===== src/hw/rtl/rmsa_pkg.sv =====
// ----------------------------------------------------------------------------
// rmsa_pkg
// shared types and constants of the running mean / deviation accumulator
// ----------------------------------------------------------------------------
package rmsa_pkg;

    // fixed field widths
    localparam int SUM_W     = 40;
    localparam int SQ_W      = 64;
    localparam int WIDE_W    = 128;
    localparam int MAG_W     = 40;
    localparam int MPL_W     = 40;
    localparam int ROOT_BITS = 23;
    localparam int STEP_W    = 8;
    localparam int BIT_W     = 5;

    // command codes
    localparam logic [1:0] CMD_ADD    = 2'd0;
    localparam logic [1:0] CMD_CLEAR  = 2'd1;
    localparam logic [1:0] CMD_REPORT = 2'd2;

    // decoded item kinds
    localparam logic [1:0] KIND_NONE   = 2'd0;
    localparam logic [1:0] KIND_ADD    = 2'd1;
    localparam logic [1:0] KIND_CLEAR  = 2'd2;
    localparam logic [1:0] KIND_REPORT = 2'd3;

    // multiplier target select
    localparam logic [1:0] MSEL_NSQ  = 2'd0;
    localparam logic [1:0] MSEL_MAG2 = 2'd1;
    localparam logic [1:0] MSEL_DEN  = 2'd2;

    // divider operand select
    localparam logic DSEL_MEAN = 1'b0;
    localparam logic DSEL_VAR  = 1'b1;

    typedef struct packed {
        logic             accept;
        logic             add_write;
        logic             latch;
        logic             mul_start;
        logic             mul_step;
        logic [1:0]       mul_sel;
        logic             div_start;
        logic             div_step;
        logic             div_sel;
        logic             root_start;
        logic             root_step;
        logic [BIT_W-1:0] root_bit;
        logic             out_load;
    } t_ctrl_cmd;

    typedef struct packed {
        logic [1:0] kind;
        logic       out_full;
    } t_dp_status;

endpackage


===== src/hw/rtl/rmsa_ctrl.sv =====
// ----------------------------------------------------------------------------
// rmsa_ctrl
// sequencer for add, clear and the multi-step report computation
// ----------------------------------------------------------------------------
module rmsa_ctrl #(
    parameter int COUNT_BITS = 16
) (
    input  logic                  i_clk,
    input  logic                  i_rst_n,
    input  logic                  i_in_valid,
    output logic                  o_in_stall,
    input  rmsa_pkg::t_dp_status  i_status,
    output rmsa_pkg::t_ctrl_cmd   o_cmd
);

    localparam logic [3:0] S_IDLE   = 4'd0;
    localparam logic [3:0] S_ADD_WR = 4'd1;
    localparam logic [3:0] S_LOAD   = 4'd2;
    localparam logic [3:0] S_MUL_A  = 4'd3;
    localparam logic [3:0] S_MUL_B  = 4'd4;
    localparam logic [3:0] S_MUL_D  = 4'd5;
    localparam logic [3:0] S_DIV_M  = 4'd6;
    localparam logic [3:0] S_DIV_V  = 4'd7;
    localparam logic [3:0] S_SQRT   = 4'd8;
    localparam logic [3:0] S_DONE   = 4'd9;

    localparam logic [rmsa_pkg::STEP_W-1:0] STEPS_CNT  = rmsa_pkg::STEP_W'(COUNT_BITS);
    localparam logic [rmsa_pkg::STEP_W-1:0] STEPS_MAG  = rmsa_pkg::STEP_W'(rmsa_pkg::MAG_W);
    localparam logic [rmsa_pkg::STEP_W-1:0] STEPS_WIDE = rmsa_pkg::STEP_W'(rmsa_pkg::WIDE_W);
    localparam logic [rmsa_pkg::STEP_W-1:0] STEPS_ROOT =
        rmsa_pkg::STEP_W'(rmsa_pkg::ROOT_BITS);

    logic [3:0]                  r_state, n_state;
    logic [rmsa_pkg::STEP_W-1:0] r_cnt, n_cnt;
    logic                        r_first, n_first;
    logic                        in_phase;
    logic [rmsa_pkg::STEP_W-1:0] ph_steps;
    logic [3:0]                  ph_next;

    always_comb begin
        o_cmd    = '0;
        n_state  = r_state;
        n_cnt    = r_cnt;
        n_first  = r_first;
        in_phase = 1'b0;
        ph_steps = STEPS_CNT;
        ph_next  = S_IDLE;
        case (r_state)
            S_IDLE: begin
                o_cmd.accept = i_in_valid;
                if (i_in_valid) begin
                    case (i_status.kind)
                        rmsa_pkg::KIND_ADD:    n_state = S_ADD_WR;
                        rmsa_pkg::KIND_REPORT: n_state = S_LOAD;
                        default:               n_state = S_IDLE;
                    endcase
                end
            end
            S_ADD_WR: begin
                o_cmd.add_write = 1'b1;
                n_state         = S_IDLE;
            end
            S_LOAD: begin
                o_cmd.latch = 1'b1;
                n_state     = S_MUL_A;
                n_first     = 1'b1;
            end
            S_MUL_A, S_MUL_B, S_MUL_D: begin
                in_phase        = 1'b1;
                o_cmd.mul_start = r_first;
                o_cmd.mul_step  = !r_first;
                if (r_state == S_MUL_A) begin
                    o_cmd.mul_sel = rmsa_pkg::MSEL_NSQ;
                    ph_next       = S_MUL_B;
                end else if (r_state == S_MUL_B) begin
                    o_cmd.mul_sel = rmsa_pkg::MSEL_MAG2;
                    ph_steps      = STEPS_MAG;
                    ph_next       = S_MUL_D;
                end else begin
                    o_cmd.mul_sel = rmsa_pkg::MSEL_DEN;
                    ph_next       = S_DIV_M;
                end
            end
            S_DIV_M: begin
                in_phase        = 1'b1;
                o_cmd.div_start = r_first;
                o_cmd.div_step  = !r_first;
                o_cmd.div_sel   = rmsa_pkg::DSEL_MEAN;
                ph_steps        = STEPS_MAG;
                ph_next         = S_DIV_V;
            end
            S_DIV_V: begin
                in_phase        = 1'b1;
                o_cmd.div_start = r_first;
                o_cmd.div_step  = !r_first;
                o_cmd.div_sel   = rmsa_pkg::DSEL_VAR;
                ph_steps        = STEPS_WIDE;
                ph_next         = S_SQRT;
            end
            S_SQRT: begin
                in_phase         = 1'b1;
                o_cmd.root_start = r_first;
                o_cmd.root_step  = !r_first;
                o_cmd.root_bit   = r_cnt[rmsa_pkg::BIT_W-1:0];
                ph_steps         = STEPS_ROOT;
                ph_next          = S_DONE;
            end
            S_DONE: begin
                if (!i_status.out_full) begin
                    o_cmd.out_load = 1'b1;
                    n_state        = S_IDLE;
                end
            end
            default: n_state = S_IDLE;
        endcase

        if (in_phase) begin
            if (r_first) begin
                n_cnt   = ph_steps - 1'b1;
                n_first = 1'b0;
            end else if (r_cnt == '0) begin
                n_state = ph_next;
                n_first = 1'b1;
            end else begin
                n_cnt = r_cnt - 1'b1;
            end
        end
    end

    always_ff @(posedge i_clk) begin
        if (!i_rst_n) begin
            r_state <= S_IDLE;
            r_cnt   <= '0;
            r_first <= 1'b0;
        end else begin
            r_state <= n_state;
            r_cnt   <= n_cnt;
            r_first <= n_first;
        end
    end

    assign o_in_stall = (r_state != S_IDLE);

    a_add_then_write: assert property (@(posedge i_clk) disable iff (!i_rst_n)
        (o_cmd.accept && i_status.kind == rmsa_pkg::KIND_ADD) |=> r_state == S_ADD_WR)
        else $error("add transfer did not reach write state");

    a_write_returns: assert property (@(posedge i_clk) disable iff (!i_rst_n)
        (r_state == S_ADD_WR) |=> r_state == S_IDLE)
        else $error("write state did not return to idle");

    a_no_overwrite: assert property (@(posedge i_clk) disable iff (!i_rst_n)
        !(o_cmd.out_load && i_status.out_full))
        else $error("result loaded over a pending result");

    a_one_unit: assert property (@(posedge i_clk) disable iff (!i_rst_n)
        $onehot0({o_cmd.mul_step, o_cmd.div_step, o_cmd.root_step, o_cmd.add_write}))
        else $error("more than one unit stepping");

endmodule


===== config.mk =====
export PLATFORM = sky130hd
export DESIGN_NAME = rmsa_ctrl
export DESIGN_NICKNAME = d
export VERILOG_FILES = /design/src/hw/rtl/rmsa_pkg.sv /design/src/hw/rtl/rmsa_ctrl.sv
export SDC_FILE = /design/constraint.sdc
export NUM_CORES = 1
export LEC_CHECK = 0
export ABC_CLOCK_PERIOD_IN_PS = 2100
export BUFFER_PORTS_ARGS = -buffer_cell sky130_fd_sc_hd__buf_2
export CORE_MARGIN = 4
export CORE_UTILIZATION = 47
export DETAILED_ROUTE_END_ITERATION = 10
export PLACE_DENSITY = 0.72
export SLEW_MARGIN = 10
export SYNTH_ARGS = -nofsm -noshare
export SYNTH_HDL_FRONTEND = slang
export SYNTH_SLANG_ARGS = --single-unit
export TNS_END_PERCENT = 100

===== constraint.sdc =====
create_clock -name i_clk -period 2.1 [get_ports i_clk]
set_clock_uncertainty 0.1 [all_clocks]
set_input_delay 0.63 -clock i_clk [delete_from_list [all_inputs] [get_ports i_clk]]
set_output_delay 0.63 -clock i_clk [all_outputs]
set_load 0.05 [all_outputs]

# After elaboration in Yosys (flattened, before gate mapping)
# Index checks and enable logic that the tools add are counted.
# W data, S select, Z words.
# classes
addsub	2
n_eq_ne	12
n_mux	30
n_reduce_logical	7
# op_table
op	count
$pmux W4 S4	2
$pmux W8 S4	1
$mux W4	7
$eq A4 B3 Y1 const B	4
$mux W8	2
$sub A8 B1 Y8 const B	2
$mux W6	2
$mux W1	10
$eq A4 B2 Y1 const B	2
$eq A4 B4 Y1 const B	2
$logic_not A8 Y1	1
$mux W7	1
$mux W2	3
$pmux W3 S2	1
$reduce_or A6 Y1	1
$eq A4 B1 Y1 const B	1
$logic_not A4 Y1	1
$pmux W2 S2	1
$reduce_bool A4 Y1	1
$reduce_or A3 Y1	1
$eq A2 B1 Y1 const B	1
$eq A2 B2 Y1 const B	1
$ne A2 B2 Y1 const B	1
$reduce_and A2 Y1	1
$logic_not A1 Y1	1
# word_totals
register_bits	13
elab_cells	54

# Longest topological paths before layout
# Gate-level depths: netlist (run 1).
# depth
depth_word	7
mapped_depth	10

# Worst setup path before layout (run 1)
# Ideal clock, no wire load.
# synth_path
path_type	reg2out
start	register r_state[0]
end	output port o_cmd[0] (netlist name)
arrival_ps	2269
t_required_ps	1370
setup_slack_ps	-899
path_stages_with_launch	4
n_path_buf	1
path_cell_list	dfxtp_1 clkbuf_1 nand2b_1 nor4_1
# synth_rtl
item	line_no	rtl
from (decl)	rmsa_ctrl.sv:33	logic [3:0] r_state, n_state;
from (signal assigned)	rmsa_ctrl.sv:136	r_state <= n_state;
to (decl)	rmsa_ctrl.sv:13	output rmsa_pkg::t_ctrl_cmd o_cmd

==> results of run 1 <==
[flip-flops by register name, indices dropped and copies added, names as in the netlist]
register	flops
r_first	1
r_cnt	8
r_state	4
[placed cells by master (no fill, tap or decap), types with 2 or more instances in the layout]
cell,Yosys,layout
sky130_fd_sc_hd__a21oi_1,17,16
sky130_fd_sc_hd__buf_6,0,14
sky130_fd_sc_hd__clkbuf_4,0,3
sky130_fd_sc_hd__buf_2,0,6
sky130_fd_sc_hd__nor3_4,0,3
sky130_fd_sc_hd__nor2_1,23,16
sky130_fd_sc_hd__nor4_2,2,2
sky130_fd_sc_hd__a32o_1,2,2
sky130_fd_sc_hd__buf_4,1,23
sky130_fd_sc_hd__nor2_2,0,4
sky130_fd_sc_hd__nor2_4,0,3
sky130_fd_sc_hd__nand2_2,1,4
sky130_fd_sc_hd__o21ai_0,4,4
sky130_fd_sc_hd__buf_8,0,8
sky130_fd_sc_hd__dfxtp_4,0,4
sky130_fd_sc_hd__nor3_1,10,6
sky130_fd_sc_hd__and2_1,7,2
sky130_fd_sc_hd__and3_1,3,2
sky130_fd_sc_hd__nand2_1,17,13
sky130_fd_sc_hd__nor4_4,0,2
sky130_fd_sc_hd__a32oi_1,2,2
sky130_fd_sc_hd__o211ai_1,2,2
sky130_fd_sc_hd__inv_1,4,2
sky130_fd_sc_hd__a31oi_1,2,2
sky130_fd_sc_hd__or3_1,2,2
sky130_fd_sc_hd__dfxtp_1,13,8
sky130_fd_sc_hd__and2_4,0,5
[metal layers]
| metal | part of all wire [%] | GRT usage, % |
|---|---|---|
| met1 | 38 | 33.9 |
| met2 | 49 | 38.4 |
| met3 | 9.4 | 4.90 |
| met4 | 3.6 | 12.4 |
| met5 | 0 | 0 |
[area by class of cell]
class,instances,area [um^2]
multi-input combinational,121,876
timing repair buffer,51,480
fill,109,303
sequential,13,277
tap,27,33.8
clock buffer,4,26.3
inverter,5,26.3
[per-stage QoR]
| step | area, um^2 | hold WS, ns | util, % |
|---|---|---|---|
| finish | 1720 | 0.371 | 85.0 |
| global route | 1720 | 0.397 | 85.0 |
| CTS | 1500 | 0.372 | 74.1 |
| detailed placement | 1330 | 0.357 | 66.0 |
| global placement | 1330 | 0.352 | 66.0 |
| floorplan | 1140 | 0.346 | - |
[what timing repair did]
item | CTS | global route
buffers inserted | 3 | 11
pin swaps | 0 | 8
setup endpoints to repair | 18 | 25
gates resized for setup | 39 | 43
[path summary, 6_finish.rpt]
path         slack [ns]        to  cells after the start  startpoint
min reg2reg        0.37  r_cnt[7]                      1    r_cnt[7]
max reg2reg       -0.05  r_cnt[6]                     10  r_state[1]
max               -0.14  o_cmd[2]                      5  r_state[3]
min                0.37  r_cnt[7]                      1    r_cnt[7]
[power by group through the flow]
stage | sequential (uW) | combinational, uW | clock (uW)
6_report | 291 | 339 | 169
5_1_grt | 294 | 362 | 177
4_1_cts | 286 | 299 | 171
3_5_place_dp | 295 | 281 | 0
3_3_place_gp | 293 | 278 | 0
2_1_floorplan | 283 | 214 | 0
[cell families after synthesis]
logic type	Yosys count	share of synthesized area (%)
AO/OA/AOI/OAI	40	25.9
XOR/XNOR	2	1.71
adder cells (fa/ha/maj)	1	1.22
buffers and inverters	14	5.48
flip-flops	13	25.3
multiplexers	3	3.17
AND/OR/NAND/NOR	75	37.1
[worst max-delay path: stages (launching register included)]
cell	delay, ns
sky130_fd_sc_hd__dfxtp_4	0.40
sky130_fd_sc_hd__inv_4	0.05
sky130_fd_sc_hd__nor4_4	0.28
sky130_fd_sc_hd__buf_4	0.20
sky130_fd_sc_hd__and2_4	0.16
sky130_fd_sc_hd__buf_8	0.14
==> impl_metrics.env, run 1 <==
export IMPL_fin_crit_sh_pct=107
export IMPL_worstSkewPairLatency_ns=0.28
export IMPL_p_int_uw=471
export IMPL_p_sw_share_pct=41.1
export IMPL_setup_violations_final=11
export IMPL_wl_per_cell_um=18.5
export IMPL_post_synth_top_area_cell="sky130_fd_sc_hd__dfxtp_1"
export IMPL_synth_cell_area_mm2=0.00103
export IMPL_routed_wl_um=4090
export IMPL_syn_instance_count=148
export IMPL_drive_gt1_share_pct=51.5
export IMPL_grt_start_max_net_pins=18
export IMPL_worstPathMaxFanout=6
export IMPL_min_delay_path_class="flop to flop"
export IMPL_yosysUniqueCellTypes=44
export IMPL_cp_end_kind="output pin"
export IMPL_post_synth_main_area_contributors="sky130_fd_sc_hd__dfxtp_1 (25%), sky130_fd_sc_hd__nor2_1 (8.4%), sky130_fd_sc_hd__a21oi_1 (8.3%)"
export IMPL_grt_pass1_wl_um=5440
export IMPL_design_portCount=25
export IMPL_max_slew_margin_rel_pct=71.3
export IMPL_numPortBuffers=24
export IMPL_netlist_top_cells_count="sky130_fd_sc_hd__nor2_1 (23), sky130_fd_sc_hd__a21oi_1 (17), sky130_fd_sc_hd__nand2_1 (17), sky130_fd_sc_hd__dfxtp_1 (13), sky130_fd_sc_hd__nor3_1 (10)"
export IMPL_dpl_hpwl_um=2400
export IMPL_clk_transition_reported_paths_ns=0.09
export IMPL_synth_edf_count=0
export IMPL_status="finished with violations"
export IMPL_floorplan_initialDensity_pct=50.8
export IMPL_tritoncts_num_buffers=3
export IMPL_final_nets=202
export IMPL_clock_sink_count=13
export IMPL_die_x_um=54.8
export IMPL_timing_critical_path_required_ns=1.37
export IMPL_detail_route_drc_violations=0
export IMPL_clk_buf_depth=2
export IMPL_critPathArrivalTime_ns=1.51
export IMPL_max_slew_worst_pin_slew_ns=0.427
export IMPL_yosys_warnings=0
export IMPL_cts_htree_levels=1
export IMPL_ys_flop_type="sky130_fd_sc_hd__dfxtp_1"
export IMPL_rsz0062_at_grt="true"
export IMPL_rows=16
export IMPL_grt_total_usage_pct=25.4
export IMPL_seq_power_share_pct=36.5
export IMPL_gr_total_overflow=0
export IMPL_diodes=0
export IMPL_syn_nets=155
export IMPL_ctsHoldBuffers=0
export IMPL_tns_ns=-1.20
export IMPL_detailedRoute_firstIterationViolations=102
export IMPL_power_per_cell_area_mw_per_mm2=465
export IMPL_placed_cells_incl_taps=204
export IMPL_power_frac_clock_pct=21.1
export IMPL_design_power_total_uw=799
export IMPL_failed_checks="negative setup slack"
export IMPL_firstDrtPassIters=4
export IMPL_finalWorstSetupSlack_ns=-0.143
export IMPL_floorplan_die_height_um=54.8
export IMPL_ys_seq_elements=13
export IMPL_area_share_of_the_leading_cell_type_in_the_synthesized_netlist_pct=25.3
export IMPL_design_core_area_mm2=0.00202
export IMPL_cell_with_the_most_instances_after_synthesis="sky130_fd_sc_hd__nor2_1"
export IMPL_postSynth_asyncResetShare_pct=0
export IMPL_critical_path_startpoint_type="flop"
export IMPL_cts_root_buffer_cell="sky130_fd_sc_hd__clkbuf_4"
export IMPL_irDropWorstVdd_v=0.000459
export IMPL_vias=1393
export IMPL_share_of_synthesized_area_occupied_by_flip_flops_and_latches_pct=25.3
export IMPL_number_of_antenna_violations_at_the_first_check_in_global_routing=0
export IMPL_place_gp_congestion=0.892
export IMPL_tritoncts="done"
export IMPL_max_cap_viol_count=0
export IMPL_critPathKind="flop to output pin"
export IMPL_finalNonFillerCells=221
export IMPL_drv_slew=0
export IMPL_period_needed_ns=2.24
export IMPL_placement_setup_worst_slack_ns=0.0165
export IMPL_comb_power_share_pct=42.4
export IMPL_switching_power_uw=329
export IMPL_drt_antenna_violating_nets=0
export IMPL_leakage_uw=0.000692
export IMPL_report_final_hold_viol_count=0
export IMPL_avgViaCountPerCell=6.30
export IMPL_first_global_vias=1183
export IMPL_flow_area_growth_from_synthesis_pct=67.4
export IMPL_fmax_ghz=0.446
export IMPL_dieArea_mm2=0.00300
export IMPL_syn_avg_cell_area_um2=6.94
(Power assumes the default switching activity.)
==> run 2, diff against run 1 <==
--- a/config.mk
+++ b/config.mk
@@ -10,6 +10,7 @@
 export CORE_MARGIN = 4
 export CORE_UTILIZATION = 47
 export DETAILED_ROUTE_END_ITERATION = 10
+export MAX_ROUTING_LAYER = met4
 export PLACE_DENSITY = 0.72
 export SLEW_MARGIN = 10
 export SYNTH_ARGS = -nofsm -noshare
==> impl_metrics.env, run 2 (same netlist as run 1, synthesis figures left out) <==
export IMPL_status="finished with violations"
export IMPL_failed_checks="negative setup slack"
export IMPL_final_common_cell="sky130_fd_sc_hd__buf_4"
export IMPL_design_core_area_mm2=0.00202
export IMPL_cp_end_kind="output pin"
export IMPL_worstSkewPairLatency_ns=0.28
export IMPL_switching_power_uw=325
export IMPL_max_slew_worst_pin_slew_ns=0.428
export IMPL_detail_route_drc_violations=0
export IMPL_comb_power_share_pct=42.6
export IMPL_p_sw_share_pct=40.8
export IMPL_firstDrtPassIters=4
export IMPL_top_register="r_cnt"
export IMPL_max_slew_margin_rel_pct=71.2
export IMPL_most_common_layout_cells="sky130_fd_sc_hd__buf_4 (23), sky130_fd_sc_hd__a21oi_1 (16), sky130_fd_sc_hd__nor2_1 (16), sky130_fd_sc_hd__buf_6 (14), sky130_fd_sc_hd__nand2_1 (13)"
export IMPL_number_of_antenna_violations_at_the_first_check_in_global_routing=0
export IMPL_ctsHoldBuffers=0
export IMPL_tritoncts="done"
export IMPL_period_needed_ns=2.24
export IMPL_cts_htree_levels=1
export IMPL_rsz0062_at_grt="true"
export IMPL_first_global_vias=1183
export IMPL_setup_violations_final=11
export IMPL_grt_pass1_wl_um=5440
export IMPL_fmax_ghz=0.446
export IMPL_clock_sink_count=13
export IMPL_vias=1382
export IMPL_final_nets=202
export IMPL_avgViaCountPerCell=6.25
export IMPL_dpl_hpwl_um=2400
export IMPL_drive_gt1_share_pct=51.5
export IMPL_max_reg_flops=8
export IMPL_detailedRoute_firstIterationViolations=53
export IMPL_floorplan_die_height_um=54.8
export IMPL_finalWorstSetupSlack_ns=-0.140
export IMPL_die_x_um=54.8
export IMPL_critPathArrivalTime_ns=1.51
export IMPL_critical_path_startpoint_type="flop"
export IMPL_clk_buf_depth=2
export IMPL_final_fill_count=109
export IMPL_clk_transition_reported_paths_ns=0.09
export IMPL_irDropWorstVdd_v=0.000453
export IMPL_drt_antenna_violating_nets=0
export IMPL_grt_total_usage_pct=26.1
export IMPL_design_portCount=25
export IMPL_numPortBuffers=24
export IMPL_leakage_uw=0.000692
export IMPL_tritoncts_num_buffers=3
export IMPL_routed_wl_um=4070
export IMPL_tns_ns=-1.15
export IMPL_power_per_cell_area_mw_per_mm2=463
export IMPL_seq_power_share_pct=36.7
export IMPL_dieArea_mm2=0.00300
export IMPL_gr_total_overflow=0
export IMPL_flow_area_growth_from_synthesis_pct=67.4
export IMPL_power_frac_clock_pct=20.7
export IMPL_critPathKind="flop to output pin"
export IMPL_rows=16
export IMPL_wl_per_cell_um=18.4
export IMPL_floorplan_initialDensity_pct=50.8
export IMPL_crit_end="o_cmd[2]"
export IMPL_worstPathMaxFanout=6
export IMPL_timing_reg2reg_setup_slack_ns=-0.04
export IMPL_p_int_uw=470
export IMPL_r2r_end="r_cnt[6]"
export IMPL_cts_root_buffer_cell="sky130_fd_sc_hd__clkbuf_4"
export IMPL_drv_slew=0
export IMPL_layout_top_registers="r_cnt x8, r_state x4, r_first x1"
export IMPL_max_cap_viol_count=0
export IMPL_fin_crit_sh_pct=107
export IMPL_timing_critical_path_required_ns=1.37
export IMPL_place_gp_congestion=0.907
export IMPL_finish_instance_area_mm2=0.00172
export IMPL_hold_path_depth=1
export IMPL_critical_path_reg2reg_startpoint="r_state[1]"
export IMPL_r2r_worst_path_cells=10
export IMPL_crit_path_start="r_state[3]"
export IMPL_post_dp_cell_area_mm2=0.00133
export IMPL_min_delay_path_class="flop to flop"
export IMPL_grt_start_max_net_pins=18
export IMPL_report_final_hold_viol_count=0
export IMPL_diodes=0
run 2: cell type report:
class	count	area (um^2)	share of cell area (%)
well taps	27	33.8	1.97
repair buffers	51	480	27.9
multi-input cells	121	876	50.9
inverters	5	26.3	1.53
flip-flops and latches	13	277	16.1
clock buffers	4	26.3	1.53
run 2: stage by stage:
stage,setup WS [ns],cells,hold slack [ns],power [uW],util [%]
final,-0.140,221,0.371,795,85.0
after global routing,-0.238,221,0.397,832,85.0
after CTS,-0.140,211,0.372,756,74.1
after detailed placement,0.0165,204,0.357,576,66.0
after global placement,0.0877,204,0.352,571,66.0
after floorplan,-0.154,148,0.346,497,-
run 2: critical path: stages, from the launching register on:
cell and delay (ns):
sky130_fd_sc_hd__dfxtp_4 0.40, sky130_fd_sc_hd__inv_4 0.05, sky130_fd_sc_hd__nor4_4 0.28, sky130_fd_sc_hd__buf_4 0.20, sky130_fd_sc_hd__and2_4 0.16, sky130_fd_sc_hd__buf_8 0.14
run 2: worst min-delay path by stage:
stage	start	slack (ns)	end
2_1_floorplan	r_cnt[7]	0.35	r_cnt[7]
3_3_place_gp	r_cnt[7]	0.35	r_cnt[7]
3_5_place_dp	r_cnt[7]	0.36	r_cnt[7]
4_1_cts	r_cnt[7]	0.37	r_cnt[7]
5_1_grt	r_cnt[7]	0.40	r_cnt[7]
6_report	r_cnt[7]	0.37	r_cnt[7]
run 2: layer usage:
layer  global-route usage [%]  vias up  part of all wire [%]  routed length (um)
met1                     33.9      646                    41                1650
met3                     4.90       18                   7.8                 318
met5                        -        -                     0                   0
met2                     38.4       89                    48                1940
met4                     12.4        0                   4.1                 166
li1                         -      629                     -                   -
run 2: what timing repair did:
action                                  CTS  global route
gates resized for setup                  39            43
pin swaps                                 0             8
endpoints found under the setup margin   18            25
setup buffers                             3            11
gates cloned                              0             0
endpoints found under the hold margin     0             0
run 2: power groups by stage:
stage,combinational (uW),clock [uW],sequential [uW]
after floorplan,214,0,283
after global placement,278,0,293
after detailed placement,281,0,295
after CTS,299,171,286
after global routing,361,177,294
final,338,165,292
==> run 3, diff against run 2 <==
--- a/config.mk
+++ b/config.mk
@@ -12,6 +12,7 @@
 export DETAILED_ROUTE_END_ITERATION = 10
 export MAX_ROUTING_LAYER = met4
 export PLACE_DENSITY = 0.72
+export SKIP_CTS_REPAIR_TIMING = 1
 export SLEW_MARGIN = 10
 export SYNTH_ARGS = -nofsm -noshare
 export SYNTH_HDL_FRONTEND = slang
==> impl_metrics.env, run 3 (same netlist as run 1, synthesis figures left out) <==
export IMPL_status="finished with violations"
export IMPL_failed_checks="negative setup slack"
export IMPL_number_of_antenna_violations_at_the_first_check_in_global_routing=0
export IMPL_min_delay_path_class="flop to flop"
export IMPL_fin_crit_sh_pct=107
export IMPL_postLayoutCoreUtil_pct=79.5
export IMPL_critical_path_slowest_cell="sky130_fd_sc_hd__or4b_4"
export IMPL_vias=1346
export IMPL_drt_antenna_violating_nets=0
export IMPL_final_nets=198
export IMPL_worstSkewPairLatency_ns=0.29
export IMPL_max_slew_margin_rel_pct=70.1
export IMPL_max_slew_worst_pin_slew_ns=0.448
export IMPL_die_x_um=54.8
export IMPL_critPathKind="flop to output pin"
export IMPL_tritoncts="done"
export IMPL_clk_buf_depth=2
export IMPL_detailedRoute_firstIterationViolations=61
export IMPL_placed_cells_incl_taps=204
export IMPL_flow_area_growth_from_synthesis_pct=56.4
export IMPL_timing_critical_path_required_ns=1.37
export IMPL_dieArea_mm2=0.00300
export IMPL_cts_htree_levels=1
export IMPL_numPortBuffers=24
export IMPL_clock_sink_count=13
export IMPL_fmax_ghz=0.444
export IMPL_critical_path_top_delay_family="simple AND/OR/NAND/NOR gates"
export IMPL_routed_wl_um=3710
export IMPL_grt_pass1_wl_um=5260
export IMPL_final_fill_count=130
export IMPL_rows=16
export IMPL_setup_violations_final=10
export IMPL_first_global_vias=1138
export IMPL_drive_gt1_share_pct=44.7
export IMPL_finalNonFillerCells=217
export IMPL_tritoncts_num_buffers=3
export IMPL_timing_hold_ws_ns=0.371
export IMPL_power_per_cell_area_mw_per_mm2=486
export IMPL_cp_end_kind="output pin"
export IMPL_period_needed_ns=2.25
export IMPL_avgViaCountPerCell=6.20
export IMPL_crit_chain="or4b_4 -> nor2_2 -> buf_6"
export IMPL_dpl_hpwl_um=2400
export IMPL_design_portCount=25
export IMPL_max_reg_flops=8
export IMPL_crit_buf_inv=1
export IMPL_most_common_layout_cells="sky130_fd_sc_hd__buf_4 (20), sky130_fd_sc_hd__nor2_1 (18), sky130_fd_sc_hd__a21oi_1 (16), sky130_fd_sc_hd__nand2_1 (16), sky130_fd_sc_hd__buf_6 (16)"
export IMPL_diodes=0
export IMPL_firstDrtPassIters=4
export IMPL_floorplan_initialDensity_pct=50.8
export IMPL_critical_path_startpoint_type="flop"
export IMPL_gr_total_overflow=0
export IMPL_wl_per_cell_um=17.1
export IMPL_critPathArrivalTime_ns=1.52
export IMPL_drv_slew=0
export IMPL_report_final_hold_viol_count=0
export IMPL_detail_route_drc_violations=0
export IMPL_slowest_delay_ns=0.56
export IMPL_rsz0062_at_grt="true"
export IMPL_place_gp_congestion=0.907
export IMPL_cts_root_buffer_cell="sky130_fd_sc_hd__clkbuf_4"
export IMPL_floorplan_die_height_um=54.8
export IMPL_design_core_area_mm2=0.00202
export IMPL_layout_top_registers="r_cnt x8, r_state x4, r_first x1"
export IMPL_irDropWorstVdd_v=0.000399
export IMPL_clk_transition_reported_paths_ns=0.09
export IMPL_tns_ns=-1.01
export IMPL_timing_reg2reg_setup_slack_ns=0.04
export IMPL_grt_start_max_net_pins=18
export IMPL_max_cap_viol_count=0
export IMPL_finalWorstSetupSlack_ns=-0.151
export IMPL_design_power_total_uw=781
export IMPL_leakage_uw=0.000662
export IMPL_top_register="r_cnt"
export IMPL_grt_total_usage_pct=25.1
export IMPL_worstPathMaxFanout=9
export IMPL_final_common_cell="sky130_fd_sc_hd__buf_4"
## run 3: power by group
group	total, uW	switching, uW	internal (uW)
sequential	288	29.3	258
clock	168	93.9	73.9
combinational	326	193	133
## run 3: path summary, 6_finish.rpt
kind | startpoint | end | cells past startpoint
worst min register to register | r_cnt[7] | r_cnt[7] | 1
worst min-delay path | r_cnt[7] | r_cnt[7] | 1
worst max register to register | r_state[1] | r_cnt[1] | 6
worst max-delay path | r_state[1] | o_cmd[6] | 3
## run 3: worst register-to-register path: stages, from the launching register on
cell and delay, ns:
sky130_fd_sc_hd__dfxtp_4 0.39, sky130_fd_sc_hd__or4b_4 0.56, sky130_fd_sc_hd__buf_4 0.18, sky130_fd_sc_hd__o21ai_2 0.15, sky130_fd_sc_hd__and2_2 0.32, sky130_fd_sc_hd__nor2_1 0.09
sky130_fd_sc_hd__a211oi_2 0.18
## run 3: metrics by stage
stage	setup WS (ns)	instance area, um^2
final	-0.151	1610
after global routing	-0.193	1610
after CTS	-0.243	1360
after detailed placement	0.0165	1330
after global placement	0.0877	1330
after floorplan	-0.154	1140
## run 3: layer usage
layer / GRT usage [%] / share of wire (%) / up-vias
li1: - / - / 626
met1: 32.7 / 40 / 623
met2: 36.2 / 48 / 86
met3: 4.90 / 8.7 / 11
met4: 13.3 / 2.7 / 0
met5: - / 0 / -
## run 3: layout make-up
class	count	area [um^2]	share of cell area [%]
clock buffers	4	26.3	1.64
inverters	5	26.3	1.64
multi-input cells	121	818	50.9
flip-flops and latches	13	277	17.2
well taps	27	33.8	2.10
repair buffers	47	425	26.5
